## src/hw/rtl/max_xor_subarray_top_macros.svh

```systemverilog
// Assertion macros shared by the max_xor_subarray block
`ifndef MAX_XOR_SUBARRAY_TOP_MACROS_SVH
`define MAX_XOR_SUBARRAY_TOP_MACROS_SVH

// Property checked on every clock edge outside reset
`define MXS_ASSERT(label, prop, msg) \
	label: assert property (@(posedge clk) disable iff (!arst_n) prop) else $error(msg);

// Overlapping implication checked on every clock edge outside reset
`define MXS_ASSERT_IMP(label, ante, cons, msg) \
	label: assert property (@(posedge clk) disable iff (!arst_n) (ante) |-> (cons)) else $error(msg);

`endif

```

## src/hw/rtl/mxs_pkg.sv

```systemverilog
// Package: constants and wave types for the max_xor_subarray block
`timescale 1ns / 1ps

package mxs_pkg;

	localparam int MAX_LEN   = 1024;
	localparam int VAL_W     = 31;
	localparam int POS_W     = (MAX_LEN > 1) ? $clog2(MAX_LEN) : 1;
	localparam int CNT_W     = $clog2(MAX_LEN + 1);
	localparam int OUT_POS_W = 11;

	// control part of a wave, cleared at reset
	typedef struct packed {
		logic elem;   // wave carries an element that entered the chain
		logic last;   // wave closes the sequence
		logic drop;   // sequence lost elements beyond MAX_LEN
	} ctl_t;

	// payload part of a wave
	typedef struct packed {
		logic [VAL_W-1:0] value;
		logic [POS_W-1:0] pos;
		logic             cand_set;
		logic [VAL_W-1:0] cand_val;
		logic [POS_W-1:0] cand_start;
	} data_t;

endpackage

```

## src/hw/rtl/mxs_feed.sv

```systemverilog
// Input stage: numbers the elements, drops overflow and builds the wave
`timescale 1ns / 1ps

module mxs_feed (
	input  logic                        clk,
	input  logic                        arst_n,
	input  logic                        take,
	input  logic [mxs_pkg::VAL_W-1:0]   value,
	input  logic                        last,
	output mxs_pkg::ctl_t               ctl,
	output mxs_pkg::data_t              data,
	output logic [mxs_pkg::CNT_W-1:0]   count
);

	logic [mxs_pkg::CNT_W-1:0] count_q;
	logic                      drop_q;
	logic                      full;

	assign full  = (count_q == mxs_pkg::CNT_W'(mxs_pkg::MAX_LEN));
	assign count = count_q;

	always_comb begin
		ctl.elem = take && !full;
		ctl.last = take && last;
		ctl.drop = drop_q || full;
		data.value      = value;
		data.pos        = count_q[mxs_pkg::POS_W-1:0];
		data.cand_set   = 1'b0;
		data.cand_val   = '0;
		data.cand_start = '0;
	end

	always_ff @(posedge clk or negedge arst_n) begin
		if (!arst_n) begin
			count_q <= '0;
			drop_q  <= 1'b0;
		end else if (take) begin
			if (last) begin
				// sequence closes: start over for the next one
				count_q <= '0;
				drop_q  <= 1'b0;
			end else if (full) begin
				drop_q <= 1'b1;
			end else begin
				count_q <= count_q + 1'b1;
			end
		end
	end

endmodule

```

## config.mk

```make
export PLATFORM = sky130hd
export DESIGN_NAME = mxs_feed
export DESIGN_NICKNAME = d
export VERILOG_FILES = /design/src/hw/rtl/max_xor_subarray_top_macros.svh /design/src/hw/rtl/mxs_pkg.sv /design/src/hw/rtl/mxs_feed.sv
export SDC_FILE = /design/constraint.sdc
export NUM_CORES = 1
export LEC_CHECK = 0
export ABC_CLOCK_PERIOD_IN_PS = 1780
export BUFFER_PORTS_ARGS = -buffer_cell sky130_fd_sc_hd__buf_4
export CORE_MARGIN = 1
export CORE_UTILIZATION = 34
export CTS_CLUSTER_SIZE = 8
export DETAILED_ROUTE_END_ITERATION = 10
export PLACE_DENSITY_LB_ADDON = 0.3
export SLEW_MARGIN = 40
export SYNTH_ARGS = -nofsm -noshare
export SYNTH_HDL_FRONTEND = slang
export SYNTH_SLANG_ARGS = --single-unit
```

## constraint.sdc

```tcl
create_clock -name clk -period 1.78 [get_ports clk]
set_input_delay 0.178 -clock clk [delete_from_list [all_inputs] [get_ports clk]]
set_output_delay 0.178 -clock clk [all_outputs]
set_load 0.02 [all_outputs]
```

### Word level (Yosys, flattened, before mapping)

Index checks and enable logic that the tools add are counted.

* reduce and logical (&&, ||, !) cells: 7
* muxes and demuxes: 4
* add/sub/neg operators: 1
* equality and inequality tests: 2

Operators by type and width (number)
* 11-bit 2-to-1 mux: 2
* 11-bit by 1-bit adder with 11-bit output (second input constant): 1
* 11-bit == test (second input constant): 1
* 2-bit AND reduction: 2
* 1-bit logical AND: 2
* 1-bit 2-to-1 mux: 2
* 2-bit inequality test (second input constant): 1
* 2-bit nonzero test: 1
* 1-bit zero test: 1
* 1-bit logical OR: 1

* input bits: 35
* bits in registers: 12
* word-level logic and storage cells: 16

### Depth between registers and ports, before layout

* word-level depth: 3
* gate-level depth with buffers: 5

### Worst setup path before layout

Ideal clock, no wire load.

* path kind: flip-flop to output port
* from: register count_q, in the netlist count[4]
* to: output ctl[2] (netlist name)
* stages on the path, launching flop included: 5
* setup slack: -0.181 ns
* data required time: 1.602 ns
* arrival time: 1.783 ns
* cell sequence: dfrtp_1 > buf_2 > or4_4 > or3_4 > and2_2

RTL lines
* start, declared: line mxs_feed.sv:15 `logic [mxs_pkg::CNT_W-1:0] count_q;`
* start signal, assigned: line mxs_feed.sv:45 `count_q <= count_q + 1'b1;`
* end, declared: line mxs_feed.sv:10 `output mxs_pkg::ctl_t ctl,`

==> impl_metrics.yaml <==
drt:
  wl_per_cell_um: 12.3
  ant_nets: 0
  first_pass_iters: 4
  drcViolationCount: 0
  drt_first_iter_violations: 78
  via_per_inst: 4.44
  routed-via-count: 1012
  wirelength_um: 2810
cells_and_area:
  area_delta_synth_final_pct: -2.05
  fin_area_mm2: 0.00144
  num_antenna_cells: 0
  nets: 216
  final_common_cell: "conb_1"
  final_cell_mix: "42 x conb_1, 40 x buf_4, 9 x dfrtp_1"
  fill_cells: 439
  drive_above_1_share: 0.331
clock_network:
  ctsHtreeMaxLevel: 1
  tritoncts: "built"
  path_clk_slew_ps: 50
  numCtsBuffers: 3
  clockBufferDepth: 2
  clock_latency_ps: 240
  cts_num_sinks: 12
  root_buffer: "clkbuf_8"
worst_setup_path:
  worst_ep_arrival_time_ps: 1820
  critPathKind: "reg -> out"
  setup.worst_path.start: "count[7]$_DFFE_PN0P_"
  cp_max_fo: 3
  ff2ff_path_depth: 4
  reg2reg_from: "count[7]$_DFFE_PN0P_"
  crit_chain: "or4_4, or3_4, and2_4, buf_6"
  r2r_slack_ps: 30
  endpoint_kind: "primary output"
  reg2reg_to: "count[0]$_DFFE_PN0P_"
  max_stage_delay_ps: 530
  slowest_stage: "or4_4"
  critPathRequiredTime_ps: 1600
  start_kind: "flop"
power_and_ir_drop:
  p_leak_uw: 0.000722
  p_per_area_mw_per_mm2: 1180
  ir_drop_v: 0.000286
  finalPower_uw: 1700
outcome:
  violations: "negative setup slack"
  status: "complete, but fails checks"
sta:
  setup_ws_ps: -220
  rsz0062_at_grt: "true"
  fmax_ghz: 0.500
  finalHoldViolations: 0
  setup_viol: 2
  fin_skew_ps: 3.42
  fin_crit_ps: 2000
  maxSlewViolCount: 0
  finalCritPeriodShare: 1.12
  setup_tns_ps: -362
min_path:
  hp-class: "in -> reg"
  hold_depth: 2
  hold_path_end: "count[4]$_DFFE_PN0P_"
  hold_start: "last"
die:
  core_area_mm2: 0.00406
  die_h_um: 67.7
  die_w_um: 67.7
  initial_core_util: 0.361
  ios: 132
  die_area_mm2: 0.00458
  rows: 23
placement:
  post_dp_cell_area_mm2: 0.00133
  port_buffers: 27
  dp_hpwl_um: 2000
  gp_congestion: 0.766
yosys:
  synth_seq_area_share: 0.205
  synth_edf_count: 0
  synthSimpleGateAreaFrac: 0.204
  ys_ff_latch: 12
  ys_warn_count: 0
  ys_types: 37
  synth_top_family_by_area: "buffers and inverters"
  synthesis.area_mm2: 0.00147
  yosys.area_share.xor_xnor: 0
  ys.flop_type: "dfrtp_1"
  synth_compound_area_frac: 0.0981
  syn_avg_cell_area_um2: 8.19
  muxShareOfSynthArea: 0.00683
  synthCells: 179
  synthArstFlopShare: 1.00
  synth_fa_ha_area_frac: 0.0171
global_routing:
  gr-total-overflow: 0
  grt_pass1_wl_um: 3950
  grtUsageTotal: 0.119
  grt_antenna_before_repair: 0
  grt_max_degree: 25
  grt_pass1_vias: 792
job:
  drv_cap: 0
-- how the worst max path moves through the flow --
| stage | end | slack (ps) |
|---|---|---|
| after floorplan | ctl[2] | -60 |
| after CTS | ctl[2] | -230 |
| final | ctl[2] | -220 |
| after global routing | ctl[2] | -270 |
| after detailed placement | ctl[2] | 20 |
| after global placement | ctl[2] | 20 |
-- cell type report --
type | instances | area (µm²) | area share
multi-input cells | 111 | 662 | 0.461
repair buffers | 43 | 333 | 0.232
flip-flops and latches | 12 | 304 | 0.212
well taps | 50 | 62.6 | 0.0436
clock buffers | 4 | 45.0 | 0.0314
inverters | 8 | 30.0 | 0.0209
-- synth_stat cells, types with 2 or more instances --
cell type	n	area, µm²
buf_4	83	623
clkbuf_1	4	15.0
or4_4	2	22.5
a311o_1	2	20.0
or3b_2	2	17.5
o311ai_0	6	52.6
and3_1	2	12.5
nand3_1	6	30.0
nand4_1	4	25.0
o22ai_1	2	12.5
inv_1	8	30.0
ha_1	2	25.0
nor3b_1	3	22.5
nand2_1	6	22.5
dfrtp_1	12	300
o211ai_1	3	22.5
nor2b_1	4	25.0
nand2b_1	6	37.5
nor2_1	4	15.0
-- power by group --
part / switching [µW] / internal, µW / leakage, µW
sequential: 56.3 / 343 / 0.000153
combinational: 590 / 452 / 0.000546
clock: 97.4 / 158 / 0.0000228
total: 744 / 953 / 0.000722
-- timing repair --
item                                    CTS  global route
buffers inserted                          0             2
endpoints found under the setup margin    2             4
pin swaps                                 0             2
endpoints found under the hold margin    12             0
hold buffers                              1             0
gates resized for setup                   2             7
-- flip-flops by register name (all words and copies together), names as in the netlist --
| register | count |
|---|---|
| drop_q | 1 |
| count | 11 |
-- critical path: cells and delay by family, from the launching register on --
family	cells	cell delay, ps
buf+inv	1	120
flops	1	380
simple gates	3	1080
-- stage by stage --
stage | hold WS, ps | cells | utilization | setup WS, ps
4_1_cts | 273 | 226 | 0.344 | -230
2_1_floorplan | -118 | 220 | - | -63.6
3_5_place_dp | 30.1 | 221 | 0.328 | 18.0
5_1_grt | 318 | 228 | 0.354 | -266
3_3_place_gp | 29.3 | 221 | 0.328 | 24.3
6_report | 296 | 228 | 0.354 | -220
-- metal layers --
layer | vias to the layer above | part of all wire | track usage
li1 | 476 | - | -
met3 | 10 | 0.072 | 0.0389
met5 | - | 0 | 0
met4 | 0 | 0.018 | 0.0559
met1 | 477 | 0.47 | 0.164
met2 | 49 | 0.44 | 0.165
-- kinds of logic (layout without fill, tap and decap cells) --
group,Yosys count,after routing
buffers and inverters,97,55
AND/OR/NAND/NOR,48,48
other,1,42
adder cells (fa/ha/maj),2,2
AO/OA/AOI/OAI,18,18
multiplexers,1,1
flip-flops,12,12
Note: power is estimated with default switching activity, not from simulation.
