## config.mk

```make
export PLATFORM = sky130hd
export DESIGN_NAME = mxs_tally
export DESIGN_NICKNAME = d
export VERILOG_FILES = /design/src/hw/rtl/max_xor_subarray_top_macros.svh /design/src/hw/rtl/mxs_pkg.sv /design/src/hw/rtl/mxs_tally.sv
export SDC_FILE = /design/constraint.sdc
export NUM_CORES = 1
export LEC_CHECK = 0
export BUFFER_PORTS_ARGS = -buffer_cell sky130_fd_sc_hd__buf_4
export CORE_MARGIN = 3
export CORE_UTILIZATION = 45
export CTS_CLUSTER_SIZE = 8
export DETAILED_ROUTE_END_ITERATION = 7
export PLACE_DENSITY_LB_ADDON = 0.2
export SYNTH_ARGS = -nofsm -noshare
export SYNTH_HDL_FRONTEND = slang
export SYNTH_SLANG_ARGS = --single-unit
```

## constraint.sdc

```tcl
create_clock -name clk -period 10.5 [get_ports clk]
set_clock_uncertainty 0.15 [all_clocks]
set_input_delay 1.05 -clock clk [delete_from_list [all_inputs] [get_ports clk]]
set_output_delay 1.05 -clock clk [all_outputs]
set_load 0.01 [all_outputs]
```

## src/hw/rtl/max_xor_subarray_top_macros.svh

```systemverilog
// Assertion macros shared by the max_xor_subarray block
`ifndef MAX_XOR_SUBARRAY_TOP_MACROS_SVH
`define MAX_XOR_SUBARRAY_TOP_MACROS_SVH

// Property checked on every clock edge outside reset
`define MXS_ASSERT(label, prop, msg) \
	label: assert property (@(posedge clk) disable iff (!arst_n) prop) else $error(msg);

// Overlapping implication checked on every clock edge outside reset
`define MXS_ASSERT_IMP(label, ante, cons, msg) \
	label: assert property (@(posedge clk) disable iff (!arst_n) (ante) |-> (cons)) else $error(msg);

`endif

```

## src/hw/rtl/mxs_pkg.sv

```systemverilog
// Package: constants and wave types for the max_xor_subarray block
`timescale 1ns / 1ps

package mxs_pkg;

	localparam int MAX_LEN   = 1024;
	localparam int VAL_W     = 31;
	localparam int POS_W     = (MAX_LEN > 1) ? $clog2(MAX_LEN) : 1;
	localparam int CNT_W     = $clog2(MAX_LEN + 1);
	localparam int OUT_POS_W = 11;

	// control part of a wave, cleared at reset
	typedef struct packed {
		logic elem;   // wave carries an element that entered the chain
		logic last;   // wave closes the sequence
		logic drop;   // sequence lost elements beyond MAX_LEN
	} ctl_t;

	// payload part of a wave
	typedef struct packed {
		logic [VAL_W-1:0] value;
		logic [POS_W-1:0] pos;
		logic             cand_set;
		logic [VAL_W-1:0] cand_val;
		logic [POS_W-1:0] cand_start;
	} data_t;

endpackage

```

## src/hw/rtl/mxs_tally.sv

```systemverilog
// Chain tail: merges per-end winners and holds the result for the receiver
`timescale 1ns / 1ps

module mxs_tally (
	input  logic                            clk,
	input  logic                            arst_n,
	input  logic                            advance,
	input  mxs_pkg::ctl_t                   ctl,
	input  mxs_pkg::data_t                  data,
	input  logic                            result_stall,
	output logic                            result_valid,
	output logic [mxs_pkg::VAL_W-1:0]       max_xor,
	output logic [mxs_pkg::OUT_POS_W-1:0]   first_pos,
	output logic [mxs_pkg::OUT_POS_W-1:0]   end_pos,
	output logic                            overflowed
);

	logic [mxs_pkg::VAL_W-1:0]     best_val_q;
	logic [mxs_pkg::POS_W-1:0]     best_start_q;
	logic [mxs_pkg::POS_W-1:0]     best_end_q;
	logic [mxs_pkg::VAL_W-1:0]     nxt_val;
	logic [mxs_pkg::POS_W-1:0]     nxt_start;
	logic [mxs_pkg::POS_W-1:0]     nxt_end;
	logic                          take;
	logic                          valid_q;
	logic [mxs_pkg::VAL_W-1:0]     max_xor_q;
	logic [mxs_pkg::OUT_POS_W-1:0] first_pos_q;
	logic [mxs_pkg::OUT_POS_W-1:0] end_pos_q;
	logic                          overflowed_q;
	logic [mxs_pkg::POS_W:0]       start_one;
	logic [mxs_pkg::POS_W:0]       end_one;

	// earlier ends arrive first, so an equal value only wins with a smaller start
	assign take = ctl.elem && ((data.pos == '0) || (data.cand_val > best_val_q) ||
		((data.cand_val == best_val_q) && (data.cand_start < best_start_q)));

	always_comb begin
		nxt_val   = take ? data.cand_val   : best_val_q;
		nxt_start = take ? data.cand_start : best_start_q;
		nxt_end   = take ? data.pos        : best_end_q;
		start_one = {1'b0, nxt_start} + 1'b1;
		end_one   = {1'b0, nxt_end} + 1'b1;
	end

	always_ff @(posedge clk) begin
		if (advance) begin
			best_val_q   <= nxt_val;
			best_start_q <= nxt_start;
			best_end_q   <= nxt_end;
			if (ctl.last) begin
				max_xor_q    <= nxt_val;
				first_pos_q  <= mxs_pkg::OUT_POS_W'(start_one);
				end_pos_q    <= mxs_pkg::OUT_POS_W'(end_one);
				overflowed_q <= ctl.drop;
			end
		end
	end

	always_ff @(posedge clk or negedge arst_n) begin
		if (!arst_n) begin
			valid_q <= 1'b0;
		end else if (advance && ctl.last) begin
			valid_q <= 1'b1;
		end else if (!result_stall) begin
			valid_q <= 1'b0;
		end
	end

	assign result_valid = valid_q;
	assign max_xor      = max_xor_q;
	assign first_pos    = first_pos_q;
	assign end_pos      = end_pos_q;
	assign overflowed   = overflowed_q;

endmodule

```

-- Word-level counts from Yosys, hierarchy flattened
Index checks and enable logic that the tools add are counted.
- add/subtract/negate cells: 2
- reductions and logical operators: 7
- $lt $le $gt $ge: 2
- multiplexer cells: 5
- equal/unequal tests: 2
- operator list (operator ; count):
    31-bit == test ; 1
    31-bit greater-than comparator ; 1
    31-bit two-way mux ; 1
    10-bit by 1-bit adder with 11-bit output (second input constant) ; 2
    10-bit two-way mux ; 2
    10-bit logical NOT ; 1
    10-bit < comparator ; 1
    1-bit logical AND ; 3
    1-bit logical OR ; 2
    1-bit two-way mux ; 2
    2-bit by 1-bit != test with 1-bit output (second input constant) ; 1
    2-bit AND reduction ; 1
- output and inout port bits: 55
- register bits after elaboration: 106
- input port bits: 90
- word-level logic and storage cells: 26

-- Logic depth before layout (Yosys ltp)
- depth after elaboration: 6
- gate-level depth with buffers: 19
- mapped depth without buffers: 16

-- Least setup slack after synthesis
OpenSTA, ideal clock, no wires.
- path type: input to register
- start: in data[24] in the netlist's numbering
- end: reg first_pos_q (netlist bit first_pos[8]), data pin
- slack: 6.154 ns
- stages on the path: 17
- arrival time: 3.942 ns
- required time: 10.095 ns
- library setup time: 0.255 ns
- buffers on the path: 3
- cells stage by stage: ha_1 -> nand4_1 -> or3_1 -> o21ai_1 -> a221oi_2 -> nor3_2 -> buf_6 -> buf_4 -> buf_2 -> nand2_1 -> o21ai_0 -> ha_1 -> nand3_1 -> nor3_1 -> nand2_1 -> mux2i_1 -> o21ba_1
- word-level cells in the longest chain between the ends: 6
- elaborated cells on any way between the ends: 8
- classes of those cells: add/sub: 1; order compare: 1; eq/ne: 1; mux: 1; reduce/logical: 4
- RTL lines (item ; RTL line ; RTL):
    start: declaration ; mxs_tally.sv:9 ; input mxs_pkg::data_t data,
    31-bit greater-than comparator or 31-bit == test (tied branches) ; mxs_tally.sv:34, mxs_tally.sv:35 ;
    1-bit logical OR or 1-bit logical AND (tied branches) ; mxs_tally.sv:34, mxs_tally.sv:35 ;
    1-bit logical OR (*) ; mxs_tally.sv:34 ; assign take = ctl.elem && ((data.pos == '0) || (data.cand_val > best_val_q) ||
    1-bit logical AND (*) ; mxs_tally.sv:34 ;
    10-bit two-way mux (*) ; mxs_tally.sv:39 ; nxt_start = take ? data.cand_start : best_start_q;
    named net nxt_start (one bit) ; mxs_tally.sv:22 ; logic [mxs_pkg::POS_W-1:0] nxt_start;
    10-bit by 1-bit adder with 11-bit output (*) ; mxs_tally.sv:41 ; start_one = {1'b0, nxt_start} + 1'b1;
    named net start_one (one bit) ; mxs_tally.sv:30 ; logic [mxs_pkg::POS_W:0] start_one;
    end signal: assignment ; mxs_tally.sv:52 ; first_pos_q <= mxs_pkg::OUT_POS_W'(start_one);
    end: declaration ; mxs_tally.sv:27 ; logic [mxs_pkg::OUT_POS_W-1:0] first_pos_q;
The timed path passes the listed nets; every way through them passes the cells marked *.
A chain may end at the register's enable or synchronous reset.

-- Worst setup path in the final report
- start: in data[24] in the netlist's numbering
- end: reg end_pos_q (netlist bit end_pos[8]), data pin
- word-level cells in the longest chain between the ends: 6
- elaborated cells on any way between the ends: 8
- classes of those cells: add/sub: 1; order compare: 1; eq/ne: 1; mux: 1; reduce/logical: 4
- RTL lines (item ; RTL line ; RTL):
    31-bit greater-than comparator or 31-bit == test (tied branches) ; mxs_tally.sv:34, mxs_tally.sv:35 ;
    1-bit logical OR or 1-bit logical AND (tied branches) ; mxs_tally.sv:34, mxs_tally.sv:35 ;
    1-bit logical OR (*) ; mxs_tally.sv:34 ;
    1-bit logical AND (*) ; mxs_tally.sv:34 ;
    10-bit two-way mux (*) ; mxs_tally.sv:40 ; nxt_end = take ? data.pos : best_end_q;
    named net nxt_end (one bit) ; mxs_tally.sv:23 ; logic [mxs_pkg::POS_W-1:0] nxt_end;
    10-bit by 1-bit adder with 11-bit output (*) ; mxs_tally.sv:42 ; end_one = {1'b0, nxt_end} + 1'b1;
    named net end_one (one bit) ; mxs_tally.sv:31 ; logic [mxs_pkg::POS_W:0] end_one;
    end signal: assignment ; mxs_tally.sv:53 ; end_pos_q <= mxs_pkg::OUT_POS_W'(end_one);
    end: declaration ; mxs_tally.sv:28 ; logic [mxs_pkg::OUT_POS_W-1:0] end_pos_q;
Marked as above.

==> flow_summary.toml <==
[status]
outcome = "finished clean"

[clock_tree]
htreeDepth = 3
cts_setup_buffers = 0
cts_buffers = 9
ctsResizeCount = 0
clk_path_buf_depth = 2
cts_tree = "yes"
clock-root-buffer = "clkbuf_16"
clock_latency_ns = 0.35
cts_hold_buf = 0
cts_sinks = 106
clk_pin_slew_worst_paths_ns = 0.07

[global_route]
met1_usage_pct = 22.85
antenna_found_initial = 0
grt_overflow_total = 0
use_met2_pct = 26.66
grt_max_degree = 65
grt_busiest_layer = "met2"
grt_use_met3_pct = 4.386
grt_pass1_vias = 3627
grt_use_total_pct = 16.95
grt_pass1_wl_um = 17570

[placed_design]
io_buffers = 112
dp_cells = 689
dp_slack_ns = 5.128
place_congestion = 0.8135
dp_hpwl_um = 7616

[route]
post_drt_wl_per_cell_um = 15.61
dr.first_iter.drc_count = 333
vias_per_cell = 5.220
drc = 0
wirelength_um = 11000
vias = 3680
ant_nets = 0
drt_pass1_iterations = 4

[finish]
syn2layout_area_growth_pct = 23.51
layout.nets = 689
fill_cells = 997
final_cells = 705
register_area_um2 = 3178
drive_above_1_share_pct = 26.69
antenna_cells = 0
multiInputGateArea_um2 = 2022

[timing]
slew_viol_final = 0
fin_tns_setup_ns = 0
fin_crit_sh_pct = 47.94
max_freq_mhz = 198.7
finalWorstSetupSlack_ns = 5.466
maxSlewHeadroom_pct = 48.44
finalCriticalPeriod_ns = 5.034
rsz0062_at_grt = "no"
hold_viol_final = 0
setup_viol = 0
tightest_slew_ns = 0.7733
hold_slack_ns = 0.3138

[critical_path]
crit_path_max_fanout = 64
cp-start-kind = "input port"
cp.arrival_ns = 4.99
path_class = "in2reg"
cp-end-kind = "register"
worstPathRequired_ns = 10.46

[power_and_ir_drop]
pwr_density_cell_nw_per_um2 = 162.0
total_power_uw = 1088
irDropWorstVdd_v = 0.00009654
p_leak_uw = 0.002801

[floorplan]
initial_core_util_pct = 46.79
die_y_um = 115.9
dieArea_um2 = 13430
core_um2 = 11610
die_w_um = 115.9
pin_count = 145
placementRows = 39

[synth]
syn-instance-count = 442
ys_async_sr_fraction_pct = 0.9434
seq_area_frac_synth_pct = 58.48
synth.largest_area_cell = "edfxtp_1"
synthesis.area_um2 = 5434
synth_seq_cells = 106
synth_ff_type = "edfxtp_1"
yosysUniqueCellTypes = 39
yosysWarnings = 0
syn_area_per_cell_um2 = 12.29
synth_area_leaders = "edfxtp_1 58%, ha_1 9.7%, o21ai_0 3.6%"
syn_nets = 574
synth-edff-count = 105
yosysTopAreaCellShare_pct = 58.02

[run]
max_cap_viol_count = 0

[worst_hold_path]
hold_class = "in2async"
[critical path, stage by stage]
cell and delay, ns:
buf_4 0.11, ha_1 0.30, nand4_1 0.10, or3_1 0.42, o21ai_1 0.28, a221oi_2 0.13, nor3_4 0.18, buf_4 0.49
buf_4 0.58, mux2i_1 0.18, inv_1 0.10, ha_1 0.28, nand2_1 0.08, nor2_1 0.19, nand4_1 0.12, mux2i_1 0.17
o21ba_1 0.17
[through the flow]
stage / utilization, % / area, um^2
floorplan: - / 5434
global placement: 55.20 / 6411
detailed placement: 55.20 / 6411
CTS: 57.79 / 6711
global route: 57.79 / 6711
finish: 57.79 / 6711
[final timing paths]
kind	start	endpoint	slack, ns	cells past startpoint
min in group clk	result_valid$_DFFE_PN0P_	result_valid$_DFFE_PN0P_	0.34	1
max in group asynchronous	arst_n	result_valid$_DFFE_PN0P_	9.81	1
worst min-delay path	arst_n	result_valid$_DFFE_PN0P_	0.31	1
worst min register to register	result_valid$_DFFE_PN0P_	result_valid$_DFFE_PN0P_	0.34	1
worst max-delay path	data[24]	end_pos[8]$_DFFE_PP_	5.47	17
worst max register to register	best_val_q[14]$_DFFE_PP_	end_pos[8]$_DFFE_PP_	5.91	17
[cell families after synthesis]
kind of cell | synth area share [%]
compound gates | 7.437
xor+xnor | 2.740
fa+ha+maj | 9.671
buf+inv | 4.444
flops | 58.48
mux | 6.585
simple gates | 10.64
[state kept, by name (all words and copies together), names as in the netlist]
register	cells
max_xor	31
first_pos	11
best_val_q	31
overflowed	1
best_start_q	10
best_end_q	10
end_pos	11
result_valid	1
[cell type report]
cell class / count / share of cell area (%)
Tap cell: 143 / 2.666
Inverter: 45 / 2.517
Sequential cell: 106 / 47.35
Clock buffer: 13 / 3.878
Clock inverter: 3 / 0.5966
Multi-Input combinational cell: 280 / 30.13
Timing Repair Buffer: 115 / 12.86
[per-layer routing]
layer / routed length [um] / share of wire (%) / vias to the layer above
met4: 168 / 1.5 / 0
met1: 5062 / 46 / 1720
met5: 0 / 0 / -
li1: - / - / 1838
met3: 698 / 6.3 / 11
met2: 5073 / 46 / 111
[Yosys cell counts, drive strengths merged, types with 3 or more instances]
library cell	n
a21o	4
a21oi	16
and3	3
buf	8
clkbuf	3
edfxtp	105
ha	42
inv	45
mux2	14
mux2i	17
nand2	50
nand3	28
nand4	7
nor2	12
nor2b	5
nor3	6
o21ai	41
xnor2	8
xor2	9
[cell usage in the layout (no fill, tap or decap), types with 2 or more instances in the layout]
cell type    n
nor4_1       2
clkbuf_16    9
mux2_2       6
inv_1       45
edfxtp_1   105
clkbuf_8     2
a21oi_1     16
o21ai_1      2
xnor2_1      8
nor2_1      12
o21ba_1      2
nand4_1      6
and3_1       3
nand3_1     28
mux2i_1     17
clkinv_2     2
nor3_1       5
mux2_4       8
nand2b_1     2
ha_1        42
clkbuf_1     2
a21o_1       4
buf_4      115
xor2_1       9
o211ai_1     2
o21ai_0     39
and4_4       2
nor2b_1      5
nand2_1     50
[where the power goes]
| part | switching, uW | internal, uW |
|---|---|---|
| Clock | 147 | 198 |
| Sequential | 15.4 | 525 |
| Combinational | 110 | 92.4 |
| Total | 273 | 815 |
No activity file was read; power rests on OpenSTA's default activity.
