## src/hw/rtl/max_xor_subarray_top_macros.svh

```systemverilog
// Assertion macros shared by the max_xor_subarray block
`ifndef MAX_XOR_SUBARRAY_TOP_MACROS_SVH
`define MAX_XOR_SUBARRAY_TOP_MACROS_SVH

// Property checked on every clock edge outside reset
`define MXS_ASSERT(label, prop, msg) \
	label: assert property (@(posedge clk) disable iff (!arst_n) prop) else $error(msg);

// Overlapping implication checked on every clock edge outside reset
`define MXS_ASSERT_IMP(label, ante, cons, msg) \
	label: assert property (@(posedge clk) disable iff (!arst_n) (ante) |-> (cons)) else $error(msg);

`endif

```

## src/hw/rtl/mxs_pkg.sv

```systemverilog
// Package: constants and wave types for the max_xor_subarray block
`timescale 1ns / 1ps

package mxs_pkg;

	localparam int MAX_LEN   = 1024;
	localparam int VAL_W     = 31;
	localparam int POS_W     = (MAX_LEN > 1) ? $clog2(MAX_LEN) : 1;
	localparam int CNT_W     = $clog2(MAX_LEN + 1);
	localparam int OUT_POS_W = 11;

	// control part of a wave, cleared at reset
	typedef struct packed {
		logic elem;   // wave carries an element that entered the chain
		logic last;   // wave closes the sequence
		logic drop;   // sequence lost elements beyond MAX_LEN
	} ctl_t;

	// payload part of a wave
	typedef struct packed {
		logic [VAL_W-1:0] value;
		logic [POS_W-1:0] pos;
		logic             cand_set;
		logic [VAL_W-1:0] cand_val;
		logic [POS_W-1:0] cand_start;
	} data_t;

endpackage

```

## src/hw/rtl/mxs_cell.sv

```systemverilog
// Chain cell: holds the running XOR of the run opened at its own position
`timescale 1ns / 1ps

module mxs_cell (
	input  logic                       clk,
	input  logic                       arst_n,
	input  logic                       advance,
	input  logic [mxs_pkg::POS_W-1:0]  idx,
	input  mxs_pkg::ctl_t              ctl_in,
	input  mxs_pkg::data_t             data_in,
	output mxs_pkg::ctl_t              ctl_out,
	output mxs_pkg::data_t             data_out
);

	logic [mxs_pkg::VAL_W-1:0] run_q;
	logic [mxs_pkg::VAL_W-1:0] x;
	logic                      active;
	logic                      better;
	mxs_pkg::ctl_t             ctl_s1;
	mxs_pkg::data_t            data_s1;
	mxs_pkg::data_t            data_nxt;

	assign active = ctl_in.elem && (data_in.pos >= idx);
	// open the run when the wave's position is this cell's own
	assign x      = (data_in.pos == idx) ? data_in.value : (run_q ^ data_in.value);
	// strict greater: a cell further down never beats an equal, earlier start
	assign better = active && (!data_in.cand_set || (x > data_in.cand_val));

	always_comb begin
		data_nxt = data_in;
		if (better) begin
			data_nxt.cand_set   = 1'b1;
			data_nxt.cand_val   = x;
			data_nxt.cand_start = idx;
		end
	end

	always_ff @(posedge clk or negedge arst_n) begin
		if (!arst_n) begin
			ctl_s1 <= '0;
		end else if (advance) begin
			ctl_s1 <= ctl_in;
		end
	end

	always_ff @(posedge clk) begin
		if (advance) begin
			data_s1 <= data_nxt;
			if (active) begin
				run_q <= x;
			end
		end
	end

	assign ctl_out  = ctl_s1;
	assign data_out = data_s1;

endmodule

```

## config.mk

```make
export PLATFORM = sky130hd
export DESIGN_NAME = mxs_cell
export DESIGN_NICKNAME = d
export VERILOG_FILES = /design/src/hw/rtl/max_xor_subarray_top_macros.svh /design/src/hw/rtl/mxs_pkg.sv /design/src/hw/rtl/mxs_cell.sv
export SDC_FILE = /design/constraint.sdc
export NUM_CORES = 1
export LEC_CHECK = 0
export ABC_CLOCK_PERIOD_IN_PS = 3400
export BUFFER_PORTS_ARGS = -buffer_cell sky130_fd_sc_hd__buf_2
export CORE_MARGIN = 2
export CORE_UTILIZATION = 51
export CTS_CLUSTER_SIZE = 12
export DETAILED_ROUTE_END_ITERATION = 6
export GPL_TIMING_DRIVEN = 0
export PLACE_DENSITY = 0.8
export SLEW_MARGIN = 30
export SYNTH_ARGS = -nofsm -noshare
export SYNTH_HDL_FRONTEND = slang
export SYNTH_SLANG_ARGS = --single-unit
export TNS_END_PERCENT = 1
```

## constraint.sdc

```tcl
create_clock -name clk -period 3.4 [get_ports clk]
set_clock_uncertainty 0.05 [all_clocks]
set_input_delay 0.34 -clock clk [delete_from_list [all_inputs] [get_ports clk]]
set_output_delay 0.34 -clock clk [all_outputs]
set_load 0.02 [all_outputs]
```

[After elaboration in Yosys (flattened, before gate mapping)]
Cells that the tools add are included.
Cells by class
  $mul: 0
  magnitude comparators: 2
  bitwise gates (word level): 1
  add/subtract/negate cells: 0
  shift operators: 0
  reductions and logical operators: 5
  muxes and demuxes: 2
  divide/modulo/power cells: 0
  equal/unequal tests: 1
Operators by type and width (number)
  41-bit 2-to-1 mux: 1
  31-bit greater-than comparator: 1
  31-bit 2-to-1 mux: 1
  31-bit bitwise XOR: 1
  10-bit equality test: 1
  10-bit >= comparator: 1
  1-bit logical AND: 2
  2-bit AND reduction: 1
  1-bit zero test: 1
  1-bit logical OR: 1
Storage, ports and cells
  output and inout port bits: 86
  bits in registers: 117
  bits in latches: 0
  memories: 0
  RAM bits: 0
  word-level logic and storage cells: 20
  ROM bits: 0
  input port bits: 99

[Logic depth before layout (Yosys ltp)]
Gate-level depths: netlist (run 1).
  depth after elaboration: 6
  gate-level depth with buffers: 16
  gate-level depth less buffers: 15

[Worst setup path before layout (run 1)]
No wires, ideal clock.
  path type: input to register
  start point: input port idx[7] (netlist name)
  end point: register data_s1, in the netlist data_out[0] (data pin)
  slack: -0.055 ns
  stages on the path: 16
  data required time: 3.090 ns
  arrival time: 3.144 ns
  path buffers: 2
  library setup time: 0.260 ns
  cells stage by stage: inv_1 ha_1 nand4_1 nor2_1 nand3_1 clkbuf_1 nand2_1 xnor2_1 ha_1 a21oi_2 o21a_1 a2bb2oi_1 nand4b_1 o211ai_4 buf_6 mux2_4
RTL lines
  from (decl): line mxs_cell.sv:8  | input logic [mxs_pkg::POS_W-1:0] idx,
  to (signal assigned): line mxs_cell.sv:48  | data_s1 <= data_nxt;
  to (decl): line mxs_cell.sv:20  | mxs_pkg::data_t data_s1;

==> results of run 1 <==
## final timing paths
path                                              from                     end  slack, ns
worst max-delay path                            idx[5]   data_out[3]$_DFFE_PP_       0.01
worst min-delay path                        data_in[2]   data_out[2]$_DFFE_PP_       0.08
worst max register to register     run_q[24]$_DFFE_PP_   data_out[3]$_DFFE_PP_       0.65
worst min register to register  ctl_out[0]$_DFFE_PN0P_  ctl_out[0]$_DFFE_PN0P_       0.45
max in group asynchronous                       arst_n  ctl_out[1]$_DFFE_PN0P_       3.09
min in group asynchronous                       arst_n  ctl_out[2]$_DFFE_PN0P_       0.10
## sequential cells by signal, indices dropped and copies added (netlist names)
signal,cells
ctl_out,3
data_out,83
run_q,31
## cell usage in the layout, fill, tap and decap left out, types with 3 or more instances in the layout
master         count
buf_2            183
edfxtp_1         114
dlygate4sd3_1     44
inv_1             42
nand2_1           42
mux2_4            40
ha_1              40
xnor2_1           25
clkbuf_16         16
a21oi_1           14
nand4_1            7
xnor2_2            6
clkbuf_8           6
buf_8              5
nor2_1             5
o21ai_0            4
mux2_2             4
clkinv_2           4
buf_6              3
o21ai_1            3
a211oi_1           3
dfrtp_1            3
## final cells by class
cell class / instances / area share [%]
flip-flops and latches: 117 / 43.7
plain buffers: 7 / 1.22
repair buffers: 233 / 18.2
well taps: 140 / 2.19
clock inverters: 8 / 0.923
inverters: 42 / 1.97
clock buffers: 24 / 6.13
multi-input cells: 217 / 25.6
## logic make-up after synthesis
kind of cell / Yosys count / share of synthesized area (%)
mux: 44 / 11.4
fa+ha+maj: 41 / 9.04
xor+xnor: 31 / 4.79
simple gates: 67 / 5.40
buf+inv: 49 / 3.77
flops: 117 / 61.7
compound gates: 34 / 3.93
## stage by stage
| step | util [%] | instance area [µm²] | hold WS (ns) | total power (µW) |
|---|---|---|---|---|
| 6_report | 73.8 | 8000 | 0.0778 | 4090 |
| 5_1_grt | 73.8 | 8000 | 0.0566 | 4230 |
| 4_1_cts | 72.9 | 7900 | 0.0595 | 4090 |
| 3_5_place_dp | 63.0 | 6830 | 0.0880 | 2380 |
| 3_3_place_gp | 62.5 | 6770 | 0.0845 | 2350 |
| 2_1_floorplan | - | 5670 | -0.00559 | 2140 |
## routing by layer
metal  wire length (µm)  up-vias  global-route usage [%]
met5                  0        -                       0
met4                147        0                    7.69
met3                957       13                    6.58
met2               6980      158                    40.1
met1               5330     1909                    25.6
li1                   -     1895                       -
## where the power goes
group | switching [µW] | internal [µW] | leakage [µW]
clock | 604 | 1060 | 0.000277
sequential | 25.6 | 1710 | 0.00113
combinational | 373 | 317 | 0.00227
total | 1000 | 3080 | 0.00368
## repair_timing
item | 4_1_cts | 5_1_grt
endpoints found under the setup margin | 41 | 41
buffers inserted | 1 | 2
hold endpoints to repair | 46 | 0
hold buffers | 44 | 0
gates resized for setup | 11 | 17
pin swaps | 3 | 11
==> flow_summary.toml, run 1 <==
[timing]
maxSlewViolCount = 0
setup_viol = 0
fmax_ghz = 0.295
relSlewSlack_pct = 67.7
tns_ns = 0
min_period_ns = 3.39
timing_worst_slew_pin_value_ns = 0.485
final.period_utilization_pct = 99.7
finalHoldViolations = 0
rsz0062_at_grt = "yes"
fin_ws_ns = 0.0111

[die]
die_h_um = 109
num_rows = 38
die_area_um2 = 12000
ios = 185
start_util_pct = 52.3
die_w_um = 109
core_area_um2 = 10800

[critical_path]
arrival_ns = 3.59
startpoint_type = "input pin"
critPathKind = "in2reg"
path_cells = "buf_2 -> inv_1 -> ha_1 -> nand4_1 -> nor2_4 -> nand3_4 -> buf_8 -> nand2_1 -> xnor2_2 -> ha_1 -> a21oi_1 -> o21ai_1 -> a22oi_1 -> nand4b_1 -> o211ai_4 -> buf_12 -> buf_8 -> mux2_4"
critPathSlowestCell = "ha_1"
worstPathBufferInverterCount = 5
cp_max_fo = 10
cp.required_ns = 3.61
critPathMaxStageDelay_ns = 0.32
cp-end-kind = "register"
crit_cells = 18
crit_family = "simple AND/OR/NAND/NOR gates"
worst_r2r_path_depth = 11

[global_route]
first_global_vias = 4070
grt_max_degree = 57
grt_use_total_pct = 22.4
antenna_found_initial = 0
grt_pass1_wl_mm = 19.8
overflow = 0

[logic_synthesis]
synthesis.nets = 523
yosys.cell_count.top_type = "edfxtp_1"
netlist_instances = 383
ys_async_sr_fraction_pct = 2.56
ys_seq_area_share_pct = 61.7
yosysTopAreaCellShare_pct = 60.4
yosys-top-cells-count = "114 x edfxtp_1, 42 x inv_1, 42 x nand2_1"
synth.top_cells.by_area = "edfxtp_1 60%, mux2_4 11%, ha_1 9.0%"
synth_area_um2 = 5670
synth-main-ff-cell = "edfxtp_1"
synth-edff-count = 114
yosysWarningCount = 0
avgSynthCellArea_um2 = 14.8
ys_seq_elements = 117
synth_top_area_cell = "edfxtp_1"
yosysUniqueCellTypes = 32

[cts]
cts_max_level = 4
cts.path.max_buffers = 2
worstSkewPairLatency_ns = 0.52
clock-sinks = 117
clk_pin_slew_ns = 0.05
cts_tree = "yes"
cts_buffers = 17
cts_root_buffer = "clkbuf_8"

[routing]
num_vias = 3975
routed_wl_mm = 13.4
avgViaCountPerCell = 5.04
ant_nets = 0
drtPass1Iterations = 4
wl_per_cell_um = 17.0
drcViolationCount = 0
drt_iter0_markers = 180

[hold_path]
hold_depth = 2
min_path_type = "in2reg"

[run]
cap_viol_max_count = 0

[cells_and_area]
multi_input_area_um2 = 2050
fillers = 695
final_layout_size_suffix_gt1_share_pct = 44.3
final-seq-area_um2 = 3500
antenna_cells = 0
syn_to_final_growth_pct = 41.0
stdcell_count = 788
fin_nets = 775

[pwr]
powerDensity_nw_per_um2 = 511
leakagePower_uw = 0.00368
ir_worst_vdd_v = 0.000278

[place]
place_ws_ns = -0.875
placed_cells = 709
gp_congestion = 0.795
port_buffers = 184
place_hpwl_mm = 9.35

[outcome]
status = "complete, no violations"
No activity file was read; power rests on OpenSTA's default activity.
==> run 2, diff against run 1 <==
--- a/config.mk
+++ b/config.mk
@@ -7,11 +7,13 @@
 export LEC_CHECK = 0
 export ABC_CLOCK_PERIOD_IN_PS = 3400
 export BUFFER_PORTS_ARGS = -buffer_cell sky130_fd_sc_hd__buf_2
+export CAP_MARGIN = 25
 export CORE_MARGIN = 2
 export CORE_UTILIZATION = 51
 export CTS_CLUSTER_SIZE = 12
 export DETAILED_ROUTE_END_ITERATION = 6
 export GPL_TIMING_DRIVEN = 0
+export MAX_ROUTING_LAYER = met4
 export PLACE_DENSITY = 0.8
 export SLEW_MARGIN = 30
 export SYNTH_ARGS = -nofsm -noshare
==> run 2 against run 1 <==
  * Via count is essentially flat
  * Final area grew 0.28%
  * Setup slack gained 0.030 ns
  * Largest power group unchanged
  * Critical path type unchanged
  * Core utilization rose by 0.21 points
==> flow_summary.toml, run 2 (same netlist as run 1, synthesis figures left out) <==
[cts]
cts_buffers = 17
cts.path.max_buffers = 2
worstSkewPairLatency_ns = 0.51
cts_tree = "yes"
clock-sinks = 117
cts_max_level = 4
clk_pin_slew_ns = 0.05
cts_root_buffer = "clkbuf_8"

[routing]
ant_nets = 0
routed_wl_mm = 13.3
drcViolationCount = 0
drt_iter0_markers = 230
num_vias = 3977
drtPass1Iterations = 4
avgViaCountPerCell = 5.05
wl_per_cell_um = 16.9

[timing]
maxSlewViolCount = 0
setup_viol = 0
fin_ws_ns = 0.0409
final.period_utilization_pct = 98.8
holdWs_ns = 0.0797
timing_worst_slew_pin_value_ns = 0.470
fmax_ghz = 0.298
finalHoldViolations = 0
relSlewSlack_pct = 68.6
min_period_ns = 3.36

[global_route]
grt_pass1_wl_mm = 19.8
overflow = 0
antenna_found_initial = 0
grt_max_degree = 57
first_global_vias = 4065
grt_use_total_pct = 23.1

[die]
core_area_um2 = 10800
num_rows = 38
die_w_um = 109
die_area_um2 = 12000
ios = 185
die_h_um = 109
start_util_pct = 52.3

[cells_and_area]
syn_to_final_growth_pct = 41.4
final_layout_size_suffix_gt1_share_pct = 44.4
finish.utilization_pct = 74.0
final_common_cell = "buf_2"
final_cell_mix = "183 x buf_2, 114 x edfxtp_1, 44 x dlygate4sd3_1"
stdcell_count = 788
final-seq-area_um2 = 3500
largest_reg_flops = 83
fillers = 692
multi_input_area_um2 = 2050
fin_nets = 775
antenna_cells = 0

[place]
place_ws_ns = -0.875
place_hpwl_mm = 9.35
placed_cells = 709
port_buffers = 184
gp_congestion = 0.806

[critical_path]
cp_max_fo = 10
cp.required_ns = 3.60
startpoint_type = "input pin"
path_cells = "buf_2 -> inv_1 -> ha_1 -> nand4_1 -> nor2_4 -> nand3_4 -> buf_6 -> nand2_1 -> xnor2_2 -> ha_1 -> a21oi_2 -> o21a_1 -> a2bb2oi_1 -> nand4b_1 -> o211ai_4 -> buf_12 -> buf_12 -> mux2_4"
critPathSlowestCell = "ha_1"
reg2reg_slack_ns = 0.67
rr_startpoint = "run_q[24]$_DFFE_PP_"
critPathKind = "in2reg"
r2r-end = "data_out[21]$_DFFE_PP_"
critPathMaxStageDelay_ns = 0.31
arrival_ns = 3.56
cp-end-kind = "register"
worst_r2r_path_depth = 11

[hold_path]
min_path_type = "in2reg"
min_from = "data_in[2]"
min_to = "data_out[2]$_DFFE_PP_"
hold_depth = 2

[pwr]
powerDensity_nw_per_um2 = 510
leakagePower_uw = 0.00369
ir_worst_vdd_v = 0.000277

[outcome]
status = "complete, no violations"

[run]
cap_viol_max_count = 0
==> run 2: cell count changes in the layout (fill, tap and decap cells not counted) <==
cell | before | now
nand2_2 | 0 | 1
buf_8 | 5 | 1
buf_12 | 1 | 5
nand2_1 | 42 | 41
==> run 2: area by class of cell <==
type	instances	area share (%)
repair buffers	233	18.2
plain buffers	7	1.47
multi-input cells	217	25.6
inverters	42	1.97
well taps	140	2.18
clock buffers	24	6.12
clock inverters	8	0.920
flip-flops and latches	117	43.6
==> run 2: critical path: cells and delay by family <==
family	cells	cell delay, ns
simple gates	5	0.82
compound gates	4	0.74
buf+inv	5	0.61
fa+ha+maj	2	0.60
mux	1	0.30
xor+xnor	1	0.14
==> run 2: per-layer routing <==
layer | global-route usage [%] | share of wire, % | up-vias | wire (µm)
met5 | - | 0 | - | 0
met4 | 7.14 | 1.3 | 0 | 174
met3 | 6.40 | 6.9 | 17 | 919
met2 | 40.2 | 52 | 162 | 6910
met1 | 25.8 | 40 | 1901 | 5310
li1 | - | - | 1897 | -
==> run 2: report_power, final <==
part	switching, µW	internal (µW)
logic	373	321
clock network	603	1060
registers	25.5	1710
total	1000	3090
==> run 2: worst max path at each step <==
| stage | startpoint | end | slack, ns | cells after the start |
|---|---|---|---|---|
| floorplan | idx[7] | data_out[0]$_DFFE_PP_ | 0.02 | 16 |
| global placement | idx[9] | data_out[23]$_DFFE_PP_ | -0.82 | 17 |
| detailed placement | idx[9] | data_out[27]$_DFFE_PP_ | -0.88 | 17 |
| CTS | idx[9] | data_out[27]$_DFFE_PP_ | 0.01 | 18 |
| global route | idx[3] | data_out[21]$_DFFE_PP_ | -0.07 | 18 |
| finish | idx[5] | data_out[21]$_DFFE_PP_ | 0.04 | 18 |
==> run 2: what timing repair did <==
action / in CTS / in global routing
setup buffers: 1 / 2
endpoints found under the hold margin: 46 / 0
pin swaps: 3 / 12
resized for setup: 11 / 22
hold buffers: 44 / 0
endpoints found under the setup margin: 41 / 41
==> run 2: metrics by stage <==
step	total power [µW]	TNS (ns)	area [µm²]
2_1_floorplan	2140	0	5670
3_3_place_gp	2350	-42.38	6770
3_5_place_dp	2380	-35.07	6830
4_1_cts	4090	0	7900
5_1_grt	4240	-2.31	8020
6_report	4090	0	8020
